File: src/rtl/core/e2q_pkg.sv
// Shared constants, types and functions for the Euler angle to quaternion converter.
package e2q_pkg;

	localparam int ANGLE_FRAC_BITS_DEF = 7;
	localparam int OUT_FRAC_BITS_DEF   = 14;
	localparam int CORDIC_STAGES_DEF   = 16;

	localparam int FIELD_W = 16;
	localparam int Q       = 30;
	// Sine and cosine words: Q2.30 plus headroom for CORDIC growth.
	localparam int CW      = 34;
	// Binary angle words (2^32 units per turn), with headroom.
	localparam int TW      = 34;

	localparam logic signed [CW-1:0] GAIN_Q30 = 34'sd652032874;

	typedef logic signed [CW-1:0] cs_t;
	typedef logic signed [TW-1:0] ang_t;

	function automatic ang_t atan_turn(input int i);
		case (i)
			0: atan_turn = 34'sh20000000;  1: atan_turn = 34'sh12E4051E;
			2: atan_turn = 34'sh09FB385B;  3: atan_turn = 34'sh051111D4;
			4: atan_turn = 34'sh028B0D43;  5: atan_turn = 34'sh0145D7E1;
			6: atan_turn = 34'sh00A2F61E;  7: atan_turn = 34'sh00517C55;
			8: atan_turn = 34'sh0028BE53;  9: atan_turn = 34'sh00145F2F;
			10: atan_turn = 34'sh000A2F98; 11: atan_turn = 34'sh000517CC;
			12: atan_turn = 34'sh00028BE6; 13: atan_turn = 34'sh000145F3;
			14: atan_turn = 34'sh0000A2FA; 15: atan_turn = 34'sh0000517D;
			16: atan_turn = 34'sh000028BE; 17: atan_turn = 34'sh0000145F;
			18: atan_turn = 34'sh00000A30; 19: atan_turn = 34'sh00000518;
			20: atan_turn = 34'sh0000028C; 21: atan_turn = 34'sh00000146;
			22: atan_turn = 34'sh000000A3; 23: atan_turn = 34'sh00000051;
			24: atan_turn = 34'sh00000029; 25: atan_turn = 34'sh00000014;
			26: atan_turn = 34'sh0000000A; 27: atan_turn = 34'sh00000005;
			28: atan_turn = 34'sh00000003; 29: atan_turn = 34'sh00000001;
			default: atan_turn = '0;
		endcase
	endfunction

	// Sine and cosine of the three half angles travelling together.
	typedef struct packed {
		cs_t cr;
		cs_t sr;
		cs_t cp;
		cs_t sp;
		cs_t cy;
		cs_t sy;
	} trig_t;

endpackage

File: src/rtl/core/e2q_cordic.sv
// Pipelined rotation-mode CORDIC for the sine and cosine of one angle.
module e2q_cordic #(
	parameter int CORDIC_STAGES = e2q_pkg::CORDIC_STAGES_DEF
) (
	input  logic          clk,
	input  logic          en,
	input  e2q_pkg::ang_t t_in,
	input  logic          neg_in,
	output e2q_pkg::cs_t  c_out,
	output e2q_pkg::cs_t  s_out
);
	e2q_pkg::cs_t  x_s [CORDIC_STAGES+1];
	e2q_pkg::cs_t  y_s [CORDIC_STAGES+1];
	e2q_pkg::ang_t t_s [CORDIC_STAGES+1];
	logic          n_s [CORDIC_STAGES+1];

	assign x_s[0] = e2q_pkg::GAIN_Q30;
	assign y_s[0] = '0;
	assign t_s[0] = t_in;
	assign n_s[0] = neg_in;

	for (genvar i = 0; i < CORDIC_STAGES; i++) begin : g_stage
		always_ff @(posedge clk) begin
			if (en) begin
				n_s[i+1] <= n_s[i];
				if (t_s[i] >= 0) begin
					x_s[i+1] <= x_s[i] - (y_s[i] >>> i);
					y_s[i+1] <= y_s[i] + (x_s[i] >>> i);
					t_s[i+1] <= t_s[i] - e2q_pkg::atan_turn(i);
				end else begin
					x_s[i+1] <= x_s[i] + (y_s[i] >>> i);
					y_s[i+1] <= y_s[i] - (x_s[i] >>> i);
					t_s[i+1] <= t_s[i] + e2q_pkg::atan_turn(i);
				end
			end
		end
	end

	assign c_out = n_s[CORDIC_STAGES] ? -x_s[CORDIC_STAGES] : x_s[CORDIC_STAGES];
	assign s_out = n_s[CORDIC_STAGES] ? -y_s[CORDIC_STAGES] : y_s[CORDIC_STAGES];
endmodule

File: config.mk
export PLATFORM = sky130hd
export DESIGN_NAME = e2q_cordic
export DESIGN_NICKNAME = d
export VERILOG_FILES = /design/src/rtl/core/e2q_pkg.sv /design/src/rtl/core/e2q_cordic.sv
export SDC_FILE = /design/constraint.sdc
export NUM_CORES = 2
export LEC_CHECK = 0
export BUFFER_PORTS_ARGS = -buffer_cell sky130_fd_sc_hd__clkbuf_2
export CORE_UTILIZATION = 26
export CTS_CLUSTER_DIAMETER = 40
export DETAILED_ROUTE_END_ITERATION = 6
export GPL_ROUTABILITY_DRIVEN = 0
export PLACE_DENSITY = 0.48
export SLEW_MARGIN = 20
export SYNTH_ARGS = -nofsm -noshare
export SYNTH_HDL_FRONTEND = slang
export SYNTH_SLANG_ARGS = --single-unit
export TNS_END_PERCENT = 10
File: constraint.sdc
create_clock -name clk -period 8.05 [get_ports clk]
set_input_delay 1.61 -clock clk [delete_from_list [all_inputs] [get_ports clk]]
set_output_delay 1.61 -clock clk [all_outputs]
set_load 0.02 [all_outputs]
# Word level (Yosys, flattened, before mapping)

Cells that the tools add are included.

Register bits after elaboration: 1580
Latch bits: 0
Bits in writable memories: 0
Bits in read-only memories: 0
Input bits: 37
Output and inout bits: 68
Word-level logic and storage cells: 218
Memories: 0

Add/subtract/negate cells: 92
Multiply operators: 0
Div/mod/pow operators: 0
$lt $le $gt $ge: 16
Eq/ne operators: 0
Shift-type cells: 0
Multiplexer cells: 48
Bitwise gates (word level): 0
Reductions and logical operators: 0

Operators with widths:

| cell                     | number |
|---|---|
| $mux W34                 | 48 |
| $ge A34 B1 Y1 const B    | 16 |
| $add A34 B19 Y34         | 2 |
| $add A34 B20 Y34         | 2 |
| $add A34 B21 Y34         | 2 |
| $add A34 B22 Y34         | 2 |
| $add A34 B23 Y34         | 2 |
| $add A34 B24 Y34         | 2 |
| $add A34 B25 Y34         | 2 |
| $add A34 B26 Y34         | 2 |
| $add A34 B27 Y34         | 2 |
| $add A34 B28 Y34         | 2 |
| $add A34 B29 Y34         | 2 |
| $add A34 B30 Y34         | 2 |
| $add A34 B30 Y34 const B | 2 |
| $add A34 B31 Y34         | 2 |
| $add A34 B32 Y34         | 2 |
| $neg A34 Y34             | 2 |
| $sub A34 B19 Y34         | 2 |
| $sub A34 B20 Y34         | 2 |
| $sub A34 B21 Y34         | 2 |
| $sub A34 B22 Y34         | 2 |
| $sub A34 B23 Y34         | 2 |
| $sub A34 B24 Y34         | 2 |
| other kinds (39)         | 48 |

# Depth between registers and ports, before layout

Depth in word-level cells: 2
Depth in mapped cells: 25
Gate-level depth less buffers: 22

# Least setup slack after synthesis

Ideal clock, no wire load.

Path type: flip-flop to flip-flop
From: register t_s[543] (netlist name)
To: register t_s[509] (netlist name) (data pin)
Setup time: 0.259 ns
Arrival time: 5.709 ns
Data required time: 7.791 ns
Path slack: 2.082 ns
Cell stages (with the launch flop): 22
Path buffers: 1
Clock period less this slack: 5.968 ns
Cell sequence: edfxtp_1 > inv_1 > ha_1 > nor4b_1 > nand4_1 > nor4_1 > and4_1 > nand2b_1 > clkbuf_1 > inv_1 > fa_1 > a21o_1 > a21oi_1 > o21ai_0 > a31oi_1 > o31ai_1 > a2111oi_0 > o31ai_1 > a31oi_1 > o21ai_0 > a21oi_1 > xnor2_1

Longest elaborated chain between the ends: 2
Elaborated cells on any way between the ends: 4
Those cells by class: add/sub (2); order compare (1); mux (1)

Ends and longest elaborated chain:

| element                                  | RTL line         | source |
|---|---|---|
| start: declaration                       | e2q_cordic.sv:14 | `e2q_pkg::ang_t t_s [CORDIC_STAGES+1];` |
| start signal: indexed assignment         | e2q_cordic.sv:29 | `t_s[i+1] <= t_s[i] - e2q_pkg::atan_turn(i);` |
| start signal: indexed assignment         | e2q_cordic.sv:33 | `t_s[i+1] <= t_s[i] + e2q_pkg::atan_turn(i);` |
| $add A34 B30 Y34 (tied with other cells) | e2q_cordic.sv:33 |  |
| $mux W34 *                               | e2q_cordic.sv:26 | `if (t_s[i] >= 0) begin` |

Every way passes the cells marked *; elsewhere a longest branch is shown, timed or not.
A chain may end at the register's enable or synchronous reset.

# Final worst setup path

From: register t_s[101] (netlist name)
To: register x_s[66] (netlist name) (data pin)

Longest elaborated chain between the ends: 2

Ends and longest elaborated chain:

| element                        | RTL line         | source |
|---|---|---|
| $ge A34 B1 Y1                  | e2q_cordic.sv:26 |  |
| $mux W34                       | e2q_cordic.sv:26 |  |
| end signal: indexed assignment | e2q_cordic.sv:27 | `x_s[i+1] <= x_s[i] - (y_s[i] >>> i);` |
| end signal: indexed assignment | e2q_cordic.sv:31 | `x_s[i+1] <= x_s[i] + (y_s[i] >>> i);` |
| end: declaration               | e2q_cordic.sv:12 | `e2q_pkg::cs_t x_s [CORDIC_STAGES+1];` |

No other way between the ends.

==> flow_summary.ini <==
[placement]
place_area_sq_mm = 0.135
hpwl_microns = 274000
numPortBuffers = 104
place_ws_ns = 1.23
dp.cells = 19600

[floorplanning]
die_y_microns = 698
die_x_microns = 698
num_rows = 255
die-area_sq_mm = 0.488
core_sq_mm = 0.482
ioPinCount = 105
start_util = 0.261

[timing]
period_needed_ns = 6.68
hold_viol = 0
setup_tns_ns = 0
tightestPinTransition_ns = 1.08
rsz0062_at_grt = false
setup_viol = 0
fin_crit_sh = 0.830
fin_worst_skew_ns = 0.109
slew_headroom = 0.272
finalWorstSetupSlack_ns = 1.37
drv_slew = 0
max_freq_ghz = 0.150

[finish]
finalNetCount = 15000
stdcell_area_sq_mm = 0.145
synthToLayoutAreaGrowth_pct = 15.1
drive_above_1_share = 0.0625
layout_common_cells = 1490 x edfxtp_1, 1418 x ha_1, 1303 x xnor2_1
final-instance-count-excl-fill = 20100
final_common_cell = edfxtp_1

[grt]
overflow = 0
grt_util_all_layers = 0.135
grt_max_degree = 175
grt_pass1_vias = 95700
antenna_found_initial = 1
grt_pass1_wl_microns = 539000

[clock_network]
htreeDepth = 5
cts_buffer_depth = 4
post-cts-setup-buffers = 0
cts_resized = 0
cts_hold_buf = 0
path_clk_slew_ns = 0.05
clock_sinks = 1490
clock_latency_ns = 0.94
cts_tree = built
cts_buffers = 302
root_buffer = clkbuf_16

[detailed_routing]
postRouteAntennaNets = 0
firstDrtPassIters = 5
vias_per_cell = 4.83
wire_per_inst_microns = 16.9
drt_iter0_markers = 5634
drc = 0
route.vias.total = 97300
wl_microns = 341000

[worst_setup_path]
worst-endpoint-arrival_ns = 7.38
path_delay_family = compound AO/OA/AOI/OAI gates
critPathCaptureType = flip-flop
cp_cell_sequence = inv_1 > ha_1 > nor4b_1 > nand4_1 > nor4_1 > and4_1 > nor2_4 > buf_4 > inv_1 > nor2_1 > xnor2_1 > ha_1 > nor2b_1 > o31a_1 > nor4_1 > o21ai_0 > a31oi_1 > o211a_1 > a21oi_1 > o21a_1 > a311o_1 > o31ai_1 > xnor2_1
crit-reg2reg-launch = t_s[101]
required_ns = 8.74
cp_num_cells = 23
reg2regPathDepth = 23
crit_buf_inv = 3
rrSetupSlack_ns = 1.37
cp-endpoint = x_s[66]
slowest_stage = inv_1
cp_max_fo = 45
start_kind = flip-flop
startpoint = t_s[101]
path_class = flip-flop to flip-flop
critPathMaxStageDelay_ns = 0.69
r2r_end = x_s[66]

[yosys]
synth_ff_type = edfxtp_1
synth_xor_area_frac = 0.133
async_flop_share = 0
ys_types = 98
synth_edf_count = 1490
synth_cells = 13200
syn-num-nets = 14700
synthSimpleGateAreaFrac = 0.139
synth-compound-area-share = 0.198
synth_top_family_by_area = compound AO/OA/AOI/OAI gates
avgSynthCellArea_sq_um = 9.58
synth.cell_area_sq_mm = 0.126
synthAdderAreaFrac = 0.148
ys_warn_count = 0
ys_seq_elements = 1490
muxShareOfSynthArea = 0.00458
ys_seq_area_frac = 0.355

[outcome]
status = finished, final reports clean

[flow_run]
maxCapViolCount = 0

[hold_path]
hp-class = flip-flop to flip-flop
## layer usage
metal | GRT usage | vias up | share of wire
li1 | - | 49800 | -
met1 | 0.172 | 45500 | 0.46
met2 | 0.240 | 1582 | 0.48
met3 | 0.0149 | 478 | 0.030
met4 | 0.0389 | 0 | 0.030
met5 | 0 | - | 0
## registers in the layout (all words and copies together) (netlist names)
signal and cells:
n_s 16, t_s 477, x_s 486, y_s 511
## cells by family after synthesis
kind of cell / after synthesis
flops: 1490
compound gates: 3940
buf+inv: 755
mux: 55
other cells: 1
fa+ha+maj: 1465
simple gates: 3546
xor+xnor: 1906
## worst min-delay path by stage
| stage | start | endpoint | depth (start not counted) | slack (ns) |
|---|---|---|---|---|
| 6_report | n_s[13] | n_s[12] | 0 | 0.36 |
| 5_1_grt | n_s[13] | n_s[12] | 0 | 0.36 |
| 4_1_cts | n_s[13] | n_s[12] | 0 | 0.34 |
| 3_5_place_dp | n_s[15] | n_s[14] | 0 | 0.40 |
| 3_3_place_gp | n_s[2] | n_s[1] | 0 | 0.40 |
| 2_1_floorplan | n_s[1] | n_s[0] | 0 | 0.40 |
## cells in the mapped netlist, types with 235 or more instances
library cell  number  area share
edfxtp_1        1490        0.35
ha_1            1418        0.14
xnor2_1         1303       0.091
a21oi_1         1250       0.050
nor2_1           959       0.029
nand2_1          837       0.025
o21ai_0          781       0.031
xor2_1           602       0.042
inv_1            578       0.017
a21o_1           537       0.032
nor3_1           323       0.013
o21a_1           247       0.015
nand2b_1         235       0.012
## final cells by class
| type | instances | area, sq um |
|---|---|---|
| repair buffers | 174 | 1150 |
| well taps | 6425 | 8040 |
| inverters | 587 | 2200 |
| diodes | 1 | 2.50 |
| clock inverters | 228 | 2690 |
| flip-flops and latches | 1490 | 44700 |
| multi-input cells | 10900 | 78500 |
| fillers | 50400 | 337000 |
| clock buffers | 326 | 7710 |
## per-stage QoR
| stage | utilization | hold slack, ns |
|---|---|---|
| 5_1_grt | 0.301 | 0.359 |
| 6_report | 0.301 | 0.358 |
| 4_1_cts | 0.301 | 0.336 |
| 2_1_floorplan | - | 0.400 |
| 3_5_place_dp | 0.279 | 0.405 |
| 3_3_place_gp | 0.279 | 0.400 |
Power is left out: the tool's default activity adds up to more than one toggle a clock period on the data nets, which glitch-free logic cannot reach.
