<file path="src/rtl/core/e2q_pkg.sv">
// Shared constants, types and functions for the Euler angle to quaternion converter.
package e2q_pkg;

	localparam int ANGLE_FRAC_BITS_DEF = 7;
	localparam int OUT_FRAC_BITS_DEF   = 14;
	localparam int CORDIC_STAGES_DEF   = 16;

	localparam int FIELD_W = 16;
	localparam int Q       = 30;
	// Sine and cosine words: Q2.30 plus headroom for CORDIC growth.
	localparam int CW      = 34;
	// Binary angle words (2^32 units per turn), with headroom.
	localparam int TW      = 34;

	localparam logic signed [CW-1:0] GAIN_Q30 = 34'sd652032874;

	typedef logic signed [CW-1:0] cs_t;
	typedef logic signed [TW-1:0] ang_t;

	function automatic ang_t atan_turn(input int i);
		case (i)
			0: atan_turn = 34'sh20000000;  1: atan_turn = 34'sh12E4051E;
			2: atan_turn = 34'sh09FB385B;  3: atan_turn = 34'sh051111D4;
			4: atan_turn = 34'sh028B0D43;  5: atan_turn = 34'sh0145D7E1;
			6: atan_turn = 34'sh00A2F61E;  7: atan_turn = 34'sh00517C55;
			8: atan_turn = 34'sh0028BE53;  9: atan_turn = 34'sh00145F2F;
			10: atan_turn = 34'sh000A2F98; 11: atan_turn = 34'sh000517CC;
			12: atan_turn = 34'sh00028BE6; 13: atan_turn = 34'sh000145F3;
			14: atan_turn = 34'sh0000A2FA; 15: atan_turn = 34'sh0000517D;
			16: atan_turn = 34'sh000028BE; 17: atan_turn = 34'sh0000145F;
			18: atan_turn = 34'sh00000A30; 19: atan_turn = 34'sh00000518;
			20: atan_turn = 34'sh0000028C; 21: atan_turn = 34'sh00000146;
			22: atan_turn = 34'sh000000A3; 23: atan_turn = 34'sh00000051;
			24: atan_turn = 34'sh00000029; 25: atan_turn = 34'sh00000014;
			26: atan_turn = 34'sh0000000A; 27: atan_turn = 34'sh00000005;
			28: atan_turn = 34'sh00000003; 29: atan_turn = 34'sh00000001;
			default: atan_turn = '0;
		endcase
	endfunction

	// Sine and cosine of the three half angles travelling together.
	typedef struct packed {
		cs_t cr;
		cs_t sr;
		cs_t cp;
		cs_t sp;
		cs_t cy;
		cs_t sy;
	} trig_t;

endpackage

</file>
<file path="src/rtl/core/e2q_angle.sv">
// Degree to binary half angle conversion with quadrant fold, two stages.
module e2q_angle #(
	parameter int ANGLE_FRAC_BITS = e2q_pkg::ANGLE_FRAC_BITS_DEF
) (
	input  logic                                clk,
	input  logic                                en,
	input  logic signed [e2q_pkg::FIELD_W-1:0]  ang,
	output e2q_pkg::ang_t                       t_out,
	output logic                                neg_out
);
	// The half angle in turns times 2^32 is (mag * 2^S + 180) / 360 with
	// S = 31 - ANGLE_FRAC_BITS. Dividing top and bottom by 8 leaves
	// floor((mag * K + 22) / 45) with K = 2^(S-3), which splits into
	// mag * (K / 45) plus the quotient of a small remainder term.
	localparam longint      K       = 64'sd1 <<< (28 - ANGLE_FRAC_BITS);
	localparam logic [22:0] KQ      = 23'(K / 45);
	localparam logic [5:0]  KR      = 6'(K % 45);
	// Reciprocal of 45 in Q32, rounded up; exact for dividends below 2^21.
	localparam logic [26:0] RECIP45 = 27'((64'd1 << 32) / 64'd45 + 64'd1);

	logic [16:0] mag;
	logic [31:0] hi_s1;
	logic [20:0] lo_s1;
	logic sgn_s1;
	logic [47:0] lo_prod;
	logic [31:0] quo;
	logic signed [e2q_pkg::TW-1:0] t;

	assign mag = ang[15] ? 17'(-$signed({ang[15], ang})) : 17'({1'b0, ang});

	always_ff @(posedge clk) begin
		if (en) begin
			hi_s1  <= 32'(48'(mag) * 48'(KQ));
			lo_s1  <= 21'(27'(mag) * 27'(KR) + 27'd22);
			sgn_s1 <= ang[15];
		end
	end

	// The remainder term is divided by 45 with a reciprocal multiplication.
	always_comb begin
		lo_prod = 48'(lo_s1) * 48'(RECIP45);
		quo     = hi_s1 + 32'(lo_prod >> 32);
		t       = sgn_s1 ? -$signed({2'b00, quo}) : $signed({2'b00, quo});
	end

	always_ff @(posedge clk) begin
		if (en) begin
			if (t > e2q_pkg::ang_t'(34'sd1 <<< 30)) begin
				t_out   <= t - (34'sd1 <<< 31);
				neg_out <= 1'b1;
			end else if (t < -(34'sd1 <<< 30)) begin
				t_out   <= t + (34'sd1 <<< 31);
				neg_out <= 1'b1;
			end else begin
				t_out   <= t;
				neg_out <= 1'b0;
			end
		end
	end
endmodule

</file>
<file path="config.mk">
export PLATFORM = sky130hd
export DESIGN_NAME = e2q_angle
export DESIGN_NICKNAME = d
export VERILOG_FILES = /design/src/rtl/core/e2q_pkg.sv /design/src/rtl/core/e2q_angle.sv
export SDC_FILE = /design/constraint.sdc
export NUM_CORES = 1
export LEC_CHECK = 0
export CAP_MARGIN = 20
export CORE_AREA = 2 2 206 208
export CTS_BUF_LIST = sky130_fd_sc_hd__clkbuf_8 sky130_fd_sc_hd__clkbuf_16
export CTS_CLUSTER_DIAMETER = 50
export CTS_CLUSTER_SIZE = 28
export DETAILED_ROUTE_END_ITERATION = 12
export DIE_AREA = 0 0 208 210
export DONT_BUFFER_PORTS = 1
export PLACE_DENSITY = 0.66
export SLEW_MARGIN = 10
export SYNTH_ARGS = -nofsm -noshare
export SYNTH_HDL_FRONTEND = slang
export SYNTH_SLANG_ARGS = --single-unit
</file>
<file path="constraint.sdc">
create_clock -name clk -period 10.1 [get_ports clk]
set_input_delay 3.03 -clock clk [delete_from_list [all_inputs] [get_ports clk]]
set_output_delay 3.03 -clock clk [all_outputs]
set_load 0.02 [all_outputs]
</file>
== Yosys cells after proc, flatten, opt, wreduce, memory -nomap -nowiden ==
Index checks and enable logic that the tools add are counted.
Widths: inputs -> output; s select.

* Input port bits: 18
* Register bits after elaboration: 89
* Word-level logic and storage cells: 21
* Output and inout bits: 35

* Add/subtract/negate cells: 6
* Magnitude comparators: 2
* $mul: 3
* Multiplexer cells: 5

{| class="wikitable"
|+ Operators with widths
! kind !! number
|-
| $mux 34 || 3
|-
| $mul 21x26->47 const B || 1
|-
| $add 34x33->34 const B || 1
|-
| $gt 34x32->1 const B || 1
|-
| $lt 34x31->1 const B || 1
|-
| $neg 32->34 || 1
|-
| $sub 34x33->34 const B || 1
|-
| $add 32x16->32 || 1
|-
| $mul 17x16->32 const B || 1
|-
| $add 21x5->21 const B || 1
|-
| $mul 17x5->21 const B || 1
|-
| $mux 17 || 1
|-
| $neg 16->17 || 1
|-
| $mux 1 || 1
|}

== Logic depth before layout (Yosys ltp) ==
Gate-level depths: netlist of run 1.

* Word-level depth: 7
* Mapped depth: 45
* Gate-level depth less buffers: 44

== Worst setup path after synthesis of run 1 ==
OpenSTA, ideal clock, no wires.

* Path type: register -> register
* From: register lo_s1[18]
* To: register t_out[32] (data pin)
* Path buffers: 1
* Stages on the path, launching flop included: 42
* Setup slack: -0.362 ns
* Arrival: 10.193 ns
* Cell sequence: edfxtp_1 > ha_1 > ha_1 > inv_1 > fa_1 > inv_1 > fa_1 > fa_1 > inv_1 > fa_1 > fa_1 > inv_1 > ha_1 > a21o_1 > a21o_1 > a21o_1 > a21o_1 > a221o_1 > (+6 left out) > xnor2_1 > ha_1 > buf_2 > a21o_4 > a311oi_4 > o2111a_2 > o31ai_1 > xnor2_1 > nor4b_4 > nand3_2 > or4_4 > o21ai_1 > xnor2_1 > inv_1 > ha_1 > nor3_1 > a221o_1 > mux2i_1

* Cells in the longest elaborated chain, start to end: 7
* Elaborated cells between the ends (all ways): 10
* Classes of those cells: 4 x add/sub; 1 x mul; 2 x order compare; 3 x mux

{| class="wikitable"
|+ RTL lines
! element !! RTL line !! text
|-
| from (decl) || e2q_angle.sv:23 || <nowiki>logic [20:0] lo_s1;</nowiki>
|-
| from (signal assigned) || e2q_angle.sv:34 || <nowiki>lo_s1 <= 21'(27'(mag) * 27'(KR) + 27'd22);</nowiki>
|-
| $mul 21x26->47 * || e2q_angle.sv:41 || <nowiki>lo_prod = 48'(lo_s1) * 48'(RECIP45);</nowiki>
|-
| $add 32x16->32 * || e2q_angle.sv:42 || <nowiki>quo = hi_s1 + 32'(lo_prod >> 32);</nowiki>
|-
| $neg 32->34 || e2q_angle.sv:43 || <nowiki>t = sgn_s1 ? -$signed({2'b00, quo}) : $signed({2'b00, quo});</nowiki>
|-
| $mux 34 * || e2q_angle.sv:43 ||
|-
| $add 34x33->34 or $lt 34x31->1 (tied branches) || e2q_angle.sv:52, e2q_angle.sv:51 ||
|-
| $mux 34 || e2q_angle.sv:51 || <nowiki>end else if (t < -(34'sd1 <<< 30)) begin</nowiki>
|-
| $mux 34 * || e2q_angle.sv:48 || <nowiki>if (t > e2q_pkg::ang_t'(34'sd1 <<< 30)) begin</nowiki>
|-
| to (signal assigned) || e2q_angle.sv:49 || <nowiki>t_out <= t - (34'sd1 <<< 31);</nowiki>
|-
| to (signal assigned) || e2q_angle.sv:52 || <nowiki>t_out <= t + (34'sd1 <<< 31);</nowiki>
|-
| to (signal assigned) || e2q_angle.sv:55 || <nowiki>t_out <= t;</nowiki>
|-
| to (decl) || e2q_angle.sv:8 || <nowiki>output e2q_pkg::ang_t t_out,</nowiki>
|}

Every way passes the cells marked *; elsewhere a longest branch is shown, timed or not.
A chain may end at the register's enable or synchronous reset.

== Worst setup path after layout of run 1 ==
* From: register lo_s1[15]
* To: register t_out[33] (data pin)

Same word-level chain as after synthesis.

==> results of run 1 <==
==> cells by family (layout without fill, tap and decap cells) <==
kind of cell,Yosys count,count (layout),share of synthesized area
fa+ha+maj,586,586,0.4947
buf+inv,393,585,0.08227
simple gates,323,323,0.09222
compound gates,287,287,0.1165
xor+xnor,126,126,0.06134
flops,88,88,0.1469
mux,10,10,0.005633
other cells,2,7,0.0004174
==> stage by stage <==
step	utilization	TNS [ps]
after floorplan	-	0
after global placement	0.4809	-217.9
after detailed placement	0.4809	-979.9
after CTS	0.4963	-14.88
after global routing	0.5022	-1428
final	0.5022	-46.78
==> state kept, by name, indices dropped and copies added (netlist names) <==
register  flops
lo_s1        20
neg_out       1
t_out        34
sgn_s1        1
hi_s1        32
==> worst reg2reg max path, delay by kind of cell, from the launching register on <==
| kind | cells | cell delay (ps) |
|---|---|---|
| xor gates and xnor gates | 1 | 130 |
| and+or+nand+nor | 7 | 1580 |
| DFF | 1 | 460 |
| adders and majority gates | 9 | 3720 |
| AOI/OAI and AO/OA | 15 | 3670 |
| buffers and inverters | 4 | 210 |
| muxes | 1 | 170 |
==> layout make-up <==
type                            instances  area, sq um  share of cell area
Clock buffer                            9        225.2             0.01081
Clock inverter                          7        72.57            0.003484
Inverter                              375         1408             0.06757
Multi-Input combinational cell       1339        14350              0.6886
Sequential cell                        88         2643              0.1269
Tap cell                              539        674.4             0.03237
Timing Repair Buffer                  194         1464             0.07027
==> worst min-delay path by stage <==
stage | start | cells after the start | to
2_1_floorplan | hi_s1[0]$_DFFE_PP_ | 1 | t_out[0]$_DFFE_PP_
3_3_place_gp | hi_s1[26]$_DFFE_PP_ | 1 | t_out[26]$_DFFE_PP_
3_5_place_dp | hi_s1[26]$_DFFE_PP_ | 1 | t_out[26]$_DFFE_PP_
4_1_cts | hi_s1[26]$_DFFE_PP_ | 1 | t_out[26]$_DFFE_PP_
5_1_grt | hi_s1[26]$_DFFE_PP_ | 1 | t_out[26]$_DFFE_PP_
6_report | hi_s1[26]$_DFFE_PP_ | 1 | t_out[26]$_DFFE_PP_
==> Yosys cell counts, types with 11 or more instances <==
cell and n:
sky130_fd_sc_hd__ha_1 377, sky130_fd_sc_hd__xnor2_1 96, sky130_fd_sc_hd__clkbuf_1 12, sky130_fd_sc_hd__nor3_1 30, sky130_fd_sc_hd__o21ai_0 46, sky130_fd_sc_hd__inv_1 375
sky130_fd_sc_hd__a21o_1 31, sky130_fd_sc_hd__fa_1 209, sky130_fd_sc_hd__a211oi_1 11, sky130_fd_sc_hd__nor2b_1 14, sky130_fd_sc_hd__nand2_1 75, sky130_fd_sc_hd__nor2_1 82
sky130_fd_sc_hd__edfxtp_1 88, sky130_fd_sc_hd__nand2b_1 15, sky130_fd_sc_hd__xor2_1 30, sky130_fd_sc_hd__a31oi_1 14, sky130_fd_sc_hd__o31ai_1 11, sky130_fd_sc_hd__o21a_1 22
sky130_fd_sc_hd__nand3_1 28, sky130_fd_sc_hd__a21oi_1 53, sky130_fd_sc_hd__and3_1 14
==> metal layers <==
| layer | GRT usage | vias up | wire length (microns) |
|---|---|---|---|
| met1 | 0.2872 | 6560 | 21040 |
| li1 | - | 6561 | - |
| met2 | 0.3415 | 194 | 21020 |
| met5 | 0 | - | 0 |
| met3 | 0.02518 | 32 | 1468 |
| met4 | 0.03424 | 0 | 498 |
==> what timing repair did <==
action | CTS | global route
endpoints found under the setup margin | 4 | 6
gates resized for setup | 30 | 32
buffers inserted | 28 | 9
pin swaps | 57 | 38
==> insert_results.sql, run 1 <==
INSERT INTO impl_metrics (metric_group, metric, value, unit) VALUES
('drt', 'final_wl', '44030', 'microns'),
('die', 'site_row_count', '75', ''),
('cells_and_area', 'instances_no_fill', '2551', ''),
('sta', 'post-route-min-period', '10140', 'ps'),
('clock_network', 'cts_num_sinks', '88', ''),
('placed_design', 'gp_routability_congestion', '0.9213', ''),
('cells_and_area', 'most-common-layout-cells', 'sky130_fd_sc_hd__inv_1, sky130_fd_sc_hd__ha_1, sky130_fd_sc_hd__fa_1', ''),
('cells_and_area', 'final_common_cell', 'sky130_fd_sc_hd__inv_1', ''),
('die', 'die_height', '210', 'microns'),
('status', 'status', 'finished with violations', ''),
('drt', 'drc', '0', ''),
('sta', 'timing.hold.ws', '840.5', 'ps'),
('clock_network', 'cts_tree', 'done', ''),
('placed_design', 'io_buffer_count', '0', ''),
('sta', 'rsz_0062_raised_after_global_routing', 'yes', ''),
('cells_and_area', 'drive_above_1_share', '0.1521', ''),
('drt', 'wl_per_cell', '17.26', 'microns'),
('drt', 'post_drt_via_cell_ratio', '5.232', ''),
('clock_network', 'clock_root_cell', 'sky130_fd_sc_hd__clkbuf_16', ''),
('placed_design', 'dp_cells', '2498', ''),
('drt', 'postRouteAntennaNets', '0', ''),
('logic_synthesis', 'synth_largest_area_cell', 'sky130_fd_sc_hd__ha_1', ''),
('setup_path', 'path_buf_inv', '4', ''),
('logic_synthesis', 'postSynth.asyncResetShare', '0', ''),
('logic_synthesis', 'yosys_warnings', '0', ''),
('setup_path', 'critPathLaunch', 'lo_s1[15]$_DFFE_PP_', ''),
('logic_synthesis', 'synth-seq-cells', '88', ''),
('clock_network', 'cts.path.max_buffers', '2', ''),
('logic_synthesis', 'netlist.area_leader.share', '0.2622', ''),
('setup_path', 'worst_path_dominant_cell_family', 'adder cells', ''),
('global_route', 'antenna_violations_before_repair', '0', ''),
('setup_path', 'crit_arrival', '10270', 'ps'),
('cells_and_area', 'nets', '2611', ''),
('status', 'failed_checks', 'negative setup slack', ''),
('logic_synthesis', 'synth-edff-count', '88', ''),
('setup_path', 'worst_ep_required_time', '10220', 'ps'),
('worst_hold_path', 'worst_hold_path_type', 'flip-flop to flip-flop', ''),
('sta', 'maxSlewHeadroom', '0.4520', ''),
('setup_path', 'crit_reg_reg_endpoint', 't_out[33]$_DFFE_PP_', ''),
('logic_synthesis', 'synthCells', '1815', ''),
('global_route', 'via_count_of_the_first_global_routing_pass', '13712', ''),
('clock_network', 'cts.hold.buffers_added', '0', ''),
('setup_path', 'worst_setup_path_end_kind', 'flip-flop', ''),
('cells_and_area', 'syn2layout_area_growth', '15.79', '%'),
('cells_and_area', 'antenna-diode-count', '0', ''),
('setup_path', 'worst-setup-path-type', 'flip-flop to flip-flop', ''),
('sta', 'post-route-period-util', '1.004', ''),
('die', 'top_level_ports', '53', ''),
('clock_network', 'clock_latency_on_the_worst_skew_pair', '360', 'ps'),
('sta', 'max_freq', '98.57', 'MHz'),
('setup_path', 'timing.critical_path.mode_cell', 'sky130_fd_sc_hd__fa_1', ''),
('setup_path', 'critical_path.slowest_cell', 'sky130_fd_sc_hd__or4_4', ''),
('setup_path', 'rr_startpoint', 'lo_s1[15]$_DFFE_PP_', ''),
('sta', 'timing.clock.skew', '13.88', 'ps'),
('setup_path', 'critPathLaunchType', 'flip-flop', ''),
('setup_path', 'critical_path_cell_count', '37', ''),
('logic_synthesis', 'postSynthAreaPerCell', '9.912', 'sq um'),
('sta', 'timing.final.setup_violations', '2', ''),
('clock_network', 'h_tree_lvls', '3', ''),
('logic_synthesis', 'post_synth_main_area_contributors', 'sky130_fd_sc_hd__ha_1, sky130_fd_sc_hd__fa_1, sky130_fd_sc_hd__edfxtp_1', ''),
('drt', 'vias', '13347', ''),
('setup_path', 'rrSetupSlack', '-40', 'ps'),
('logic_synthesis', 'synthDistinctLibCells', '86', ''),
('die', 'floorplan.die.width', '208', 'microns'),
('sta', 'layout_setup_ws', '-44.74', 'ps'),
('placed_design', 'post_dp_cell_area', '19950', 'sq um'),
('setup_path', 'worst_r2r_path_depth', '37', ''),
('logic_synthesis', 'dominantRegCellSynth', 'sky130_fd_sc_hd__edfxtp_1', ''),
('drt', 'drt-pass1-iter-count', '5', ''),
('sta', 'slew_violations', '0', ''),
('sta', 'worst_pin_slew', '816.1', 'ps');
Power of run 1 is left out: the tool's default activity adds up to more than one toggle a clock period on the data nets, which glitch-free logic cannot reach.
==> inputs of run 2 (changes only) <==
--- a/config.mk
+++ b/config.mk
@@ -5,13 +5,15 @@
 export SDC_FILE = /design/constraint.sdc
 export NUM_CORES = 1
 export LEC_CHECK = 0
+export ABC_AREA = 1
+export ABC_CLOCK_PERIOD_IN_PS = 10100
 export CAP_MARGIN = 20
-export CORE_AREA = 2 2 206 208
+export CORE_AREA = 2 2 211 213
 export CTS_BUF_LIST = sky130_fd_sc_hd__clkbuf_8 sky130_fd_sc_hd__clkbuf_16
 export CTS_CLUSTER_DIAMETER = 50
 export CTS_CLUSTER_SIZE = 28
 export DETAILED_ROUTE_END_ITERATION = 12
-export DIE_AREA = 0 0 208 210
+export DIE_AREA = 0 0 213 215
 export DONT_BUFFER_PORTS = 1
 export PLACE_DENSITY = 0.66
 export SLEW_MARGIN = 10
==> insert_results.sql, run 2 <==
INSERT INTO impl_metrics (metric_group, metric, value, unit) VALUES
('die', 'site_row_count', '77', ''),
('logic_synthesis', 'post_synth_main_area_contributors', 'sky130_fd_sc_hd__ha_1, sky130_fd_sc_hd__fa_1, sky130_fd_sc_hd__edfxtp_1', ''),
('setup_path', 'worst_ep_required_time', '10220', 'ps'),
('sta', 'timing.final.setup_violations', '0', ''),
('drt', 'post_drt_via_cell_ratio', '5.066', ''),
('die', 'placeable_area', '43640', 'sq um'),
('logic_synthesis', 'postSynth.asyncResetShare', '0', ''),
('clock_network', 'clock_root_cell', 'sky130_fd_sc_hd__clkbuf_16', ''),
('setup_path', 'crit_end', 't_out[32]$_DFFE_PP_', ''),
('logic_synthesis', 'synthDistinctLibCells', '43', ''),
('logic_synthesis', 'netlist.area_leader.share', '0.2489', ''),
('cells_and_area', 'fill_cells', '4274', ''),
('logic_synthesis', 'synthCells', '2296', ''),
('sta', 'worst_pin_slew', '922.9', 'ps'),
('cells_and_area', 'most-common-layout-cells', 'sky130_fd_sc_hd__inv_1, sky130_fd_sc_hd__nand2_1, sky130_fd_sc_hd__ha_1', ''),
('logic_synthesis', 'synth-edff-count', '88', ''),
('drt', 'final_wl', '47160', 'microns'),
('drt', 'drt-pass1-iter-count', '5', ''),
('die', 'floorplan.die.width', '213', 'microns'),
('clock_network', 'cts_num_sinks', '88', ''),
('sta', 'rsz_0062_raised_after_global_routing', 'no', ''),
('setup_path', 'worst-setup-path-type', 'flip-flop to flip-flop', ''),
('logic_synthesis', 'synth_largest_area_cell', 'sky130_fd_sc_hd__ha_1', ''),
('clock_network', 'post_cts_setup_driven_buffer_insertion_count', '0', ''),
('logic_synthesis', 'dominantRegCellSynth', 'sky130_fd_sc_hd__edfxtp_1', ''),
('sta', 'slew_violations', '0', ''),
('sta', 'maxSlewHeadroom', '0.3826', ''),
('cells_and_area', 'antenna-diode-count', '0', ''),
('placed_design', 'post_dp_cell_area', '19730', 'sq um'),
('sta', 'hold_violations', '0', ''),
('clock_network', 'cts_tree', 'done', ''),
('setup_path', 'rr_startpoint', 'lo_s1[10]$_DFFE_PP_', ''),
('drt', 'wl_per_cell', '16.21', 'microns'),
('drt', 'vias', '14737', ''),
('setup_path', 'critical_path.slowest_cell', 'sky130_fd_sc_hd__fa_1', ''),
('cells_and_area', 'final_design_area_no_fill', '20010', 'sq um'),
('cells_and_area', 'largest_reg_flops', '34', ''),
('cells_and_area', 'reg_top3', 't_out: 34 flops, hi_s1: 32 flops, lo_s1: 20 flops', ''),
('clock_network', 'cts.path.max_buffers', '2', ''),
('setup_path', 'worst_setup_path_end_kind', 'flip-flop', ''),
('setup_path', 'worst_r2r_path_depth', '40', ''),
('sta', 'totalNegativeSetupSlack', '0', 'ps'),
('drt', 'postRouteAntennaNets', '0', ''),
('setup_path', 'critPathLaunchType', 'flip-flop', ''),
('logic_synthesis', 'netlist_area_before_placement', '18950', 'sq um'),
('placed_design', 'io_buffer_count', '0', ''),
('global_route', 'wire_length_of_the_first_global_routing_pass', '78740', 'microns'),
('die', 'top_level_ports', '53', ''),
('drt', 'detail_route.iter0.violations', '927', ''),
('clock_network', 'cts_repair_resize_count', '0', ''),
('drt', 'drc', '0', ''),
('global_route', 'grt_use_total', '0.2175', ''),
('die', 'die_height', '215', 'microns'),
('placed_design', 'dp_hpwl', '41870', 'microns'),
('setup_path', 'critical_path.max_fanout', '5', ''),
('cells_and_area', 'top_register', 't_out', ''),
('logic_synthesis', 'synth-seq-cells', '88', ''),
('logic_synthesis', 'postSynthAreaPerCell', '8.253', 'sq um'),
('logic_synthesis', 'yosys.cell_count.top_type', 'sky130_fd_sc_hd__inv_1', ''),
('placed_design', 'dp_cells', '2893', ''),
('sta', 'max_freq', '109.8', 'MHz'),
('die', 'dieArea', '45800', 'sq um'),
('logic_synthesis', 'synth.cells.most_frequent', 'sky130_fd_sc_hd__inv_1, sky130_fd_sc_hd__nand2_1, sky130_fd_sc_hd__ha_1', ''),
('cells_and_area', 'nets', '2916', ''),
('setup_path', 'crit_arrival', '9230', 'ps'),
('logic_synthesis', 'yosys_warnings', '0', ''),
('setup_path', 'crit_reg_reg_endpoint', 't_out[32]$_DFFE_PP_', ''),
('sta', 'timing.hold.ws', '823.7', 'ps'),
('cells_and_area', 'instances_no_fill', '2909', ''),
('clock_network', 'path_clk_slew', '70', 'ps'),
('placed_design', 'gp_routability_congestion', '0.9550', ''),
('setup_path', 'critPathLaunch', 'lo_s1[10]$_DFFE_PP_', ''),
('status', 'status', 'finished clean', ''),
('global_route', 'grt_max_degree', '89', ''),
('die', 'initial_core_util', '0.4342', ''),
('cells_and_area', 'drive_above_1_share', '0.04100', ''),
('clock_network', 'cts_buffers', '9', ''),
('clock_network', 'clock_latency_on_the_worst_skew_pair', '370', 'ps'),
('clock_network', 'cts.hold.buffers_added', '0', ''),
('sta', 'timing.clock.skew', '19.78', 'ps'),
('global_route', 'antenna_violations_before_repair', '0', ''),
('setup_path', 'max_stage_delay', '540', 'ps'),
('logic_synthesis', 'synth.yosys.seq_area_share', '0.1395', ''),
('cells_and_area', 'final_common_cell', 'sky130_fd_sc_hd__inv_1', ''),
('sta', 'post-route-min-period', '9110', 'ps'),
('setup_path', 'rrSetupSlack', '990', 'ps'),
('global_route', 'via_count_of_the_first_global_routing_pass', '15520', ''),
('job', 'timing.max_cap.violations', '0', ''),
('clock_network', 'h_tree_lvls', '3', ''),
('worst_hold_path', 'worst_hold_path_type', 'flip-flop to flip-flop', ''),
('cells_and_area', 'syn2layout_area_growth', '5.612', '%'),
('global_route', 'gr_overflow_total', '0', ''),
('sta', 'post-route-period-util', '0.9020', '');
## run 2: cell types whose count changed after synthesis, sizes merged, moves of 30 or more
cell,change
xor2,+30
nand3,+93
xnor2,-69
inv,+157
a21oi,+45
nor2,+61
nand2,+375
## run 2: how the worst min path moves through the flow
| stage | from | endpoint | slack (ps) | cells after the start |
|---|---|---|---|---|
| 5_1_grt | hi_s1[30]$_DFFE_PP_ | t_out[30]$_DFFE_PP_ | 880 | 4 |
| 2_1_floorplan | hi_s1[0]$_DFFE_PP_ | t_out[0]$_DFFE_PP_ | 670 | 1 |
| 4_1_cts | hi_s1[30]$_DFFE_PP_ | t_out[30]$_DFFE_PP_ | 810 | 4 |
| 6_report | hi_s1[30]$_DFFE_PP_ | t_out[30]$_DFFE_PP_ | 820 | 4 |
| 3_3_place_gp | hi_s1[30]$_DFFE_PP_ | t_out[30]$_DFFE_PP_ | 800 | 4 |
| 3_5_place_dp | hi_s1[30]$_DFFE_PP_ | t_out[30]$_DFFE_PP_ | 800 | 4 |
## run 2: cells by family after synthesis
family                     count (synthesis)  share of synthesized area
xor gates and xnor gates                  87                    0.04021
other                                      2                  0.0003963
buffers and inverters                    540                     0.1072
and+or+nand+nor                          792                     0.1835
DFF                                       88                     0.1395
adders and majority gates                586                     0.4697
AOI/OAI and AO/OA                        201                    0.05956
## run 2: layout make-up
type | instances | area [sq um] | share of cell area
clock buffer | 9 | 225.2 | 0.01125
clock inverter | 7 | 53.80 | 0.002688
inverter | 534 | 2004 | 0.1002
multi-input combinational | 1673 | 14300 | 0.7146
sequential | 88 | 2643 | 0.1320
tap | 592 | 740.7 | 0.03701
timing repair buffer | 6 | 45.04 | 0.002251
## run 2: critical path, delay by kind of cell, from the launching register on
family / cells / cell delay, ps
adders and majority gates: 10 / 4090
and+or+nand+nor: 15 / 2240
AOI/OAI and AO/OA: 7 / 1250
xor gates and xnor gates: 2 / 460
DFF: 1 / 440
buffers and inverters: 6 / 390
## run 2: routing by layer
layer	GRT usage	vias to the layer above	share of wire
li1	-	7345	-
met1	0.3002	7090	0.48
met2	0.3659	257	0.47
met3	0.02090	45	0.038
met4	0.05361	0	0.019
met5	0	-	0
## run 2: per-stage QoR
step | worst slack [ps] | utilization
2_1_floorplan | 1151 | -
4_1_cts | 1116 | 0.4586
3_5_place_dp | 752.1 | 0.4522
3_3_place_gp | 806.3 | 0.4522
5_1_grt | 252.8 | 0.4586
6_report | 990.1 | 0.4586
Power of run 2 is left out for the same reason.
